### src/rtl/core/bba_pkg.sv
// ----------------------------------------------------------------------------
// Bitmap block allocator package
// Shared sizes, codes and the command and chain types of the cell row.
// ----------------------------------------------------------------------------
package bba_pkg;

  localparam int NUM_BLOCKS = 1024;
  localparam int IDX_W      = $clog2(NUM_BLOCKS);
  localparam int CNT_W      = IDX_W + 1;
  localparam int CFG_W      = 11;
  localparam int CELL_BITS  = 128;
  localparam int OFS_W      = $clog2(CELL_BITS);
  localparam int NUM_CELLS  = NUM_BLOCKS / CELL_BITS;
  localparam int CELL_W     = IDX_W - OFS_W;
  localparam int PCNT_W     = $clog2(NUM_CELLS + 1);

  localparam logic [CFG_W-1:0] CFG_RESET = CFG_W'(1024);

  typedef enum logic [0:0] {
    OP_ALLOC = 1'b0,
    OP_FREE  = 1'b1
  } op_e;

  typedef enum logic [1:0] {
    ST_OK    = 2'd0,
    ST_FULL  = 2'd1,
    ST_RANGE = 2'd2
  } status_e;

  typedef enum logic [2:0] {
    CMD_IDLE,
    CMD_EVAL,
    CMD_PROP,
    CMD_SET,
    CMD_CLEAR
  } cmd_e;

  typedef struct packed {
    cmd_e             op;
    logic [IDX_W-1:0] idx;
    logic [IDX_W-1:0] hint;
    logic [CNT_W-1:0] count;
  } cmd_t;

  typedef struct packed {
    logic             a_found;
    logic [IDX_W-1:0] a_idx;
    logic             b_found;
    logic [IDX_W-1:0] b_idx;
  } hit_t;

endpackage

### src/rtl/core/bba_cell.sv
// ----------------------------------------------------------------------------
// Bitmap block allocator cell
// Holds one slice of the used map, finds its lowest free block and merges
// its finding with the result handed down from the cell above.
// ----------------------------------------------------------------------------
module bba_cell (
  input  logic                       clk_i,
  input  logic                       rst_ni,
  input  logic [bba_pkg::CELL_W-1:0] cell_id_i,
  input  bba_pkg::cmd_t              cmd_i,
  input  bba_pkg::hit_t              hit_i,
  output bba_pkg::hit_t              hit_o
);
  import bba_pkg::*;

  logic [CELL_BITS-1:0] word_q;
  hit_t                 loc_d;
  hit_t                 loc_q;
  hit_t                 best_q;
  logic                 mine;

  assign mine = (cmd_i.idx[IDX_W-1:OFS_W] == cell_id_i);

  // The loop runs downward so that the lowest free block of the slice wins.
  always_comb begin
    logic [IDX_W-1:0] gidx;
    logic             avail;
    loc_d = '0;
    for (int j = CELL_BITS - 1; j >= 0; j--) begin
      gidx  = {cell_id_i, OFS_W'(j)};
      avail = !word_q[j] && ({1'b0, gidx} < cmd_i.count);
      if (avail) begin
        loc_d.b_found = 1'b1;
        loc_d.b_idx   = gidx;
        if (gidx >= cmd_i.hint) begin
          loc_d.a_found = 1'b1;
          loc_d.a_idx   = gidx;
        end
      end
    end
  end

  always_ff @(posedge clk_i or negedge rst_ni) begin
    if (!rst_ni) begin
      word_q <= '0;
    end else if (mine && cmd_i.op == CMD_SET) begin
      word_q[cmd_i.idx[OFS_W-1:0]] <= 1'b1;
    end else if (mine && cmd_i.op == CMD_CLEAR) begin
      word_q[cmd_i.idx[OFS_W-1:0]] <= 1'b0;
    end
  end

  always_ff @(posedge clk_i) begin
    if (cmd_i.op == CMD_EVAL) begin
      loc_q  <= loc_d;
      best_q <= loc_d;
    end else if (cmd_i.op == CMD_PROP) begin
      best_q.a_found <= loc_q.a_found || hit_i.a_found;
      best_q.a_idx   <= loc_q.a_found ? loc_q.a_idx : hit_i.a_idx;
      best_q.b_found <= loc_q.b_found || hit_i.b_found;
      best_q.b_idx   <= loc_q.b_found ? loc_q.b_idx : hit_i.b_idx;
    end
  end

  assign hit_o = best_q;

endmodule

### config.mk
export PLATFORM = sky130hd
export DESIGN_NAME = bba_cell
export DESIGN_NICKNAME = d
export VERILOG_FILES = /design/src/rtl/core/bba_pkg.sv /design/src/rtl/core/bba_cell.sv
export SDC_FILE = /design/constraint.sdc
export NUM_CORES = 1
export LEC_CHECK = 0
export ABC_AREA = 1
export BUFFER_PORTS_ARGS = -buffer_cell sky130_fd_sc_hd__buf_2
export CAP_MARGIN = 20
export CORE_MARGIN = 1
export CORE_UTILIZATION = 28
export CTS_CLUSTER_SIZE = 16
export DETAILED_ROUTE_END_ITERATION = 10
export PLACE_DENSITY = 0.43
export SLEW_MARGIN = 40
export SYNTH_ARGS = -nofsm -noshare
export SYNTH_HDL_FRONTEND = slang
export SYNTH_SLANG_ARGS = --single-unit
### constraint.sdc
create_clock -name clk_i -period 6.1 [get_ports clk_i]
set_input_delay 1.83 -clock clk_i [delete_from_list [all_inputs] [get_ports clk_i]]
set_output_delay 1.83 -clock clk_i [all_outputs]
set_load 0.01 [all_outputs]
Word-level counts from Yosys, hierarchy flattened
Index checks and enable logic that the tools add are counted.
{"block": "classes", "n_lt_le_gt_ge": 258, "n_eq_ne": 5, "mux": 264, "n_bitwise": 3, "reduce_logical": 263}
{"op": "22-bit 2-to-1 mux", "count": 130}
{"op": "10-bit by 11-bit less-than comparator with 1-bit output", "count": 128}
{"op": "11-bit 2-to-1 mux", "count": 128}
{"op": "10-bit >= comparator", "count": 128}
{"op": "128-bit 2-to-1 mux", "count": 2}
{"op": "1-bit logical AND", "count": 131}
{"op": "128-bit AND", "count": 1}
{"op": "1-bit zero test", "count": 128}
{"op": "128-bit NOT", "count": 1}
{"op": "128-bit OR", "count": 1}
{"op": "10-bit 2-to-1 mux", "count": 2}
{"op": "7-bit by 8-bit less-than comparator with 1-bit output, second input constant", "count": 1}
{"op": "1-bit demux with 7-bit select", "count": 1}
{"op": "7-bit by 1-bit >= comparator with 1-bit output, second input constant", "count": 1}
{"op": "3-bit by 2-bit == test with 1-bit output, second input constant", "count": 2}
{"op": "2-bit nonzero test", "count": 2}
{"op": "3-bit by 1-bit == test with 1-bit output, second input constant", "count": 1}
{"op": "3-bit == test", "count": 1}
{"op": "3-bit == test, second input constant", "count": 1}
{"op": "1-bit logical OR", "count": 2}
{"op": "1-bit 2-to-1 mux", "count": 1}
{"block": "word_totals", "register_bits": 172, "in_bits": 61, "output_inout_bits": 22, "word_cells": 802}

Longest topological paths before layout
Gate-level depths: netlist of run 1.
{"block": "depth", "word_depth": 258, "mapped_depth": 126, "mapped_depth_nobuf": 126}

Least setup slack after synthesis of run 1
No wires, ideal clock.
{"block": "synth_timing", "path_type": "input to register", "from": "input port cmd_i[20] (netlist bit)", "to": "register best_q, in the netlist hit_o[11] (data pin)", "arrival_time_ns": 7.834, "required_time_ns": 5.844, "slack_ns": -1.990, "cell_stages": 124, "n_path_buf": 0, "cell_sequence": "inv_1 ha_1 a21oi_2 nand2_4 nor2_4 nand2_1 inv_2 nand2_1 nand2_2 nand2_1 nand2_1 nand2_1 nand2_1 nand2_1 nand2_1 nand2_1 nand2_1 nand2_1 [... 88 more ...] nand2_1 nand2_1 nand2_1 nand2_1 nand2_1 nand2_1 nand2_1 nand2_1 nand2_1 nand2_1 nand2_1 nand2_1 nand2_1 nand2_1 nand2_1 nand2_2 nand2_1 nand2_1"}
{"element": "start: declaration", "line_no": "bba_cell.sv:10", "source": "input bba_pkg::cmd_t cmd_i,"}
{"element": "end signal: assignment", "line_no": "bba_cell.sv:56", "source": "best_q <= loc_d;"}
{"element": "end: declaration", "line_no": "bba_cell.sv:19", "source": "hit_t best_q;"}

==> out/results.txt, run 1 <==
Commonest non-fill, non-tap cell in the layout -> buf_4
Post-synthesis cell type count -> 52
Post-synthesis sequential area ratio -> 31.51%
Initial antenna violation count -> 1
R2r endpoint -> hit_o[11]
Met3 WL -> 3213 um
Asr flop ratio synth -> 74.42%
Peak supply drop -> 0.2082 mV
Skew final -> 0.02129 ns
F_max -> 116.6 MHz
PD cells -> 190.0 mW/mm^2
Max Used Layer -> met4
H-tree depth -> 4
Post-synthesis adder-cell area fraction -> 0.6970%
Final Hold Violating Endpoints -> 0
CTS tree -> yes
First-pass GRT wire length -> 101800 um
Max incr delay on CP -> 0.27 ns
Post-Syn Instances -> 2387
Mux cell area share after synthesis -> 0%
Fin crit period -> 8.579 ns
CP Data Required Time -> 6.34 ns
Place WS -> -3.085 ns
Clk Latency, worst-skew pair -> 0.49 ns
Element type at the critical path start -> primary input
Placer Congestion -> 0.9748
Drt pass-1 iters -> 5
Final setup violation count -> 8
Synth Area in Compound Gates -> 19.80%
Synth area leaders -> dfrtp_1 (22%), nor2_1 (14%), nand2_1 (12%), inv_1 (9.9%), edfxtp_1 (9.2%)
Core box area -> 0.05038 sq mm
Die height -> 228.5 um
Worst slew margin -> 42.14%
I/O Pins -> 83
Final WS setup -> -2.479 ns
XOR/XNOR share of the synthesized area -> 0.1220%
Min-Delay Path Depth -> 2
Met2 routed WL -> 29010 um
Antenna-violating nets left -> 0
Num rows -> 82
Pin count of the biggest net entering global routing -> 100
Multi-input combinational cell area -> 0.008657 sq mm
Post-synth EDFFs -> 44
Max stage delay cell, worst path -> ha_4
Yosys reg bits -> 172
Congestion Overflow GR -> 0
Hold Path Class -> flop to flop
Synthesized-area fraction occupied by and/or/nand/nor cells -> 35.94%
Most frequent CP cell -> nand2_1
Total power draw -> 0.004004 W
TritonCTS Buffers -> 17
M1 WL -> 33910 um
Arrival time at the worst endpoint -> 8.82 ns
Max Transition Viols Final -> 0
Clock Sinks -> 172
Critical Path End Type -> flop
CP Max Fanout -> 6
Synth Flop Type -> dfrtp_1
Syn_nets -> 2456
Number of fill cells -> 5398
Maxcap violations -> 0
Most frequent cells in the layout -> buf_4 (570), nor2_1 (529), nand2_1 (458), inv_1 (373), a21oi_1 (226)
Placed Cells -> 3655
Final Net Count -> 3090
RSZ-0062 raised after global routing -> true
Yosys warns -> 0
Number of global-route vias before repair -> 16990
Hpwl dp -> 56770 um
Root Buffer -> clkbuf_16
Starting Density -> 28.51%
Status -> finished, violations left
Die X -> 228.5 um
Fin crit share -> 140.6%
Clk slew on worst S/H paths -> 0.07 ns
Port buffer count -> 82
R2R setup slack -> -0.92 ns
Wire per inst -> 18.22 um
Setup CP Type -> primary input to flop
DR DRC count -> 0
Area growth from synthesis to layout -> 46.75%
Top cell type's share of synthesized area -> 22.31%
Vias -> 17930
Fraction of layout cells with a size suffix above 1 -> 28.21%
Area taken by flip-flops and latches -> 0.004524 sq mm
Clock buffer depth -> 2
Final core occ -> 41.83%
Post-Layout Cell Count -> 3707
Leading area contributor after synthesis -> dfrtp_1
Via density -> 4.837
R2R cell count -> 119
Main combinational cell family by area after synthesis -> simple AND/OR/NAND/NOR gates
Synth Area per Inst -> 6.016 sq um
Post-Synthesis Cell Area -> 0.01436 sq mm
Lkg Pwr -> 10.68 nW
GRT Resource Usage Total -> 25.93%
Starting DRC count in detailed routing -> 1477
WL final -> 67530 um
Die area -> 0.05220 sq mm
Worst-margin pin slew -> 0.8613 ns
Failing checks -> negative setup slack
layer usage:
| metal | global-route usage (%) | vias to the layer above |
|---|---|---|
| li1 | - | 9038 |
| met4 | 6.900 | 0 |
| met3 | 3.356 | 66 |
| met1 | 38.28 | 8334 |
| met5 | 0 | - |
| met2 | 39.32 | 494 |
cell type report:
| type | count | area share [%] |
|---|---|---|
| Clock buffer | 19 | 2.203 |
| Timing Repair Buffer | 663 | 23.26 |
| Multi-Input combinational cell | 1763 | 41.08 |
| Inverter | 404 | 7.273 |
| Clock inverter | 13 | 0.7184 |
| Sequential cell | 172 | 21.47 |
| Antenna cell | 1 | 0.01187 |
| Tap cell | 672 | 3.990 |
cells by family (layout without fill, tap and decap cells):
group | after synthesis | in the layout
compound gates | 497 | 497
xor+xnor | 2 | 2
fa+ha+maj | 8 | 8
buf+inv | 452 | 1099
flops | 172 | 172
other cells | 0 | 1
simple gates | 1256 | 1256
power by group:
group | leakage, nW | internal [W] | switching [W]
logic | 8.19 | 0.000706 | 0.000907
clock network | 0.300 | 0.000645 | 0.000504
registers | 2.18 | 0.00122 | 0.0000226
total | 10.7 | 0.00257 | 0.00143
cells in the mapped netlist (all sizes together), types with 8 or more instances:
library cell / count
nand4: 21
inv: 398
buf: 11
a21oi: 244
o21ai: 86
a31oi: 78
dfrtp: 128
clkbuf: 37
nor2: 560
nand3: 56
nor3: 100
ha: 8
a211oi: 48
nor4: 22
nand2: 486
edfxtp: 44
timing repair:
action / in CTS / in global routing
gates resized for setup: 60 / 61
pin swaps: 59 / 37
hold buffers: 0 / 0
endpoints found under the setup margin: 11 / 16
setup buffers: 11 / 7
how the worst max path moves through the flow:
stage                            start        end  slack (ns)  cells past startpoint
after floorplan              cmd_i[20]  hit_o[11]       -1.91                    126
final                     cell_id_i[2]  hit_o[11]       -2.48                    117
after global placement    cell_id_i[2]  hit_o[11]       -3.19                    122
after global routing      cell_id_i[2]  hit_o[11]       -3.68                    127
after detailed placement  cell_id_i[2]  hit_o[11]       -3.08                    122
after CTS                 cell_id_i[0]  hit_o[11]       -2.38                    126
stage by stage:
step	hold WS, ns	TNS, ns	cell area [sq um]
floorplan	0.4537	-9.648	14520
global placement	0.5102	-26.56	19840
detailed placement	0.5203	-25.52	19850
CTS	0.5366	-15.42	20770
global route	0.5583	-22.63	21070
finish	0.5299	-14.97	21070
critical path, delay by kind of cell:
family	cells	cell delay, ns
compound gates	1	0.13
fa+ha+maj	1	0.27
buf+inv	7	0.73
simple gates	108	5.80
(Power assumes the default switching activity.)
==> run 2, diff against run 1 <==
- PLACE_DENSITY: 0.43 -> 0.42
- clock period: 6.1 -> 10.7 ns (I/O delays scaled with it)
==> out/results.txt, run 2 (same netlist as run 1, synthesis figures left out) <==
Status -> complete, no violations
GRT Max-Usage Layer -> met1
Peak supply drop -> 0.1199 mV
WL final -> 63700 um
Core box area -> 0.05038 sq mm
Critical Path End Type -> flop
Final setup violation count -> 0
CTS tree -> yes
Vias -> 16240
Wire per inst -> 19.78 um
Die area -> 0.05220 sq mm
PD cells -> 117.8 mW/mm^2
R2r endpoint -> hit_o[11]
Drt pass-1 iters -> 6
Most frequent cells in the layout -> nor2_1 (541), nand2_1 (463), inv_1 (377), a21oi_1 (241), dfrtp_1 (128)
Max stage delay cell, worst path -> ha_4
Num rows -> 82
H-tree depth -> 4
Antenna Cells -> 0
Worst-margin pin slew -> 0.9709 ns
Clk Latency, worst-skew pair -> 0.49 ns
Maxcap violations -> 0
Fin Setup TNS -> 0 ns
Area growth from synthesis to layout -> 18.73%
I/O Pins -> 83
R2R cell count -> 120
CP Data Required Time -> 10.94 ns
Most frequent CP cell -> nand2_1
Max incr delay on CP -> 0.27 ns
Skew final -> 0.01339 ns
M3 GR Usage -> 3.131%
Clk slew on worst S/H paths -> 0.07 ns
Starting Density -> 28.51%
Antenna-violating nets left -> 0
First-pass GRT wire length -> 95660 um
Fin crit share -> 93.68%
Fraction of layout cells with a size suffix above 1 -> 12.21%
Met2 Use GR -> 36.23%
Clock buffer depth -> 2
Element type at the critical path start -> primary input
Number of global-route vias before repair -> 15300
Root Buffer -> clkbuf_16
CP Max Fanout -> 6
Clock Sinks -> 172
Lkg Pwr -> 8.243 nW
Arrival time at the worst endpoint -> 10.27 ns
Final Net Count -> 2604
Final Hold Violating Endpoints -> 0
Setup CP Type -> primary input to flop
Initial antenna violation count -> 0
Final WS setup -> 0.6758 ns
Max Transition Viols Final -> 0
RSZ-0062 raised after global routing -> true
Port buffer count -> 82
Commonest non-fill, non-tap cell in the layout -> nor2_1
Die X -> 228.5 um
Worst Path Buf+Inv -> 7
Cell family with most CP delay -> simple AND/OR/NAND/NOR gates
Post-DP Area -> 0.01606 sq mm
Fin crit period -> 10.02 ns
Congestion Overflow GR -> 0
TritonCTS Buffers -> 17
Hpwl dp -> 52720 um
F_max -> 99.76 MHz
Die height -> 228.5 um
R2R setup slack -> 3.77 ns
Placer Congestion -> 0.9424
Final instance area -> 0.01705 sq mm
Place WS -> 0.07090 ns
Worst slew margin -> 34.89%
Starting DRC count in detailed routing -> 1597
DR DRC count -> 0
Pin count of the biggest net entering global routing -> 82
Min-Delay Path Depth -> 2
Hold Path Class -> flop to flop
Grt met1 use -> 36.66%
GRT Resource Usage Total -> 24.41%
Via density -> 5.044
## run 2: cell types whose count changed in the layout (fill, tap and decap cells not counted), sizes merged
| cell | previous run | this run |
|---|---|---|
| buf | 663 | 177 |
| diode | 1 | 0 |
| inv | 403 | 401 |
| clkinv | 11 | 12 |
| clkinvlp | 1 | 2 |
## run 2: per-stage QoR
step,hold slack (ns),instances,util (%),total power (W)
6_report,0.5181,3220,33.85,0.002008
5_1_grt,0.5467,3220,33.85,0.002130
4_1_cts,0.5170,3202,33.05,0.001996
3_5_place_dp,0.4990,3170,31.87,0.001341
3_3_place_gp,0.5014,3170,31.81,0.001344
2_1_floorplan,0.4537,2387,-,0.001116
## run 2: metal layers
| layer | vias to the layer above | wire [um] |
|---|---|---|
| met5 | - | 0 |
| met4 | 0 | 1275 |
| met3 | 64 | 3074 |
| met2 | 514 | 26900 |
| met1 | 7595 | 32440 |
| li1 | 8070 | - |
## run 2: layout make-up
class | count | area [sq um]
timing repair buffer | 177 | 1170
inverter | 404 | 1521
multi-input combinational | 1763 | 8399
tap | 672 | 840.8
clock inverter | 13 | 140.1
sequential | 172 | 4524
fill | 5686 | 33330
clock buffer | 19 | 454.2
## run 2: worst max path at each step
stage,from,end,slack (ns),cells after the start
2_1_floorplan,cmd_i[20],hit_o[11],1.23,124
3_3_place_gp,cell_id_i[2],hit_o[11],0.04,122
3_5_place_dp,cell_id_i[2],hit_o[11],0.07,122
4_1_cts,cell_id_i[2],hit_o[11],0.58,122
5_1_grt,cell_id_i[2],hit_o[11],-0.50,127
6_report,cmd_i[9],hit_o[11],0.68,118
## run 2: power breakdown
| group | total (W) | switching (W) | internal, W | leakage [nW] |
|---|---|---|---|---|
| logic | 0.000656 | 0.000455 | 0.000202 | 5.77 |
| clock network | 0.000644 | 0.000286 | 0.000357 | 0.289 |
| registers | 0.000708 | 0.0000128 | 0.000696 | 2.18 |
## run 2: worst reg2reg max path: cells and delay by family, from the launching register on
kind | cells | cell delay, ns
flip-flops | 1 | 0.38
buffers and inverters | 1 | 0.19
AND/OR/NAND/NOR | 119 | 6.14
## run 2: repair_timing
action | CTS | global route
endpoints found under the setup margin | 0 | 4
hold buffers | 0 | 0
resized for setup | 0 | 57
setup buffers | 0 | 18
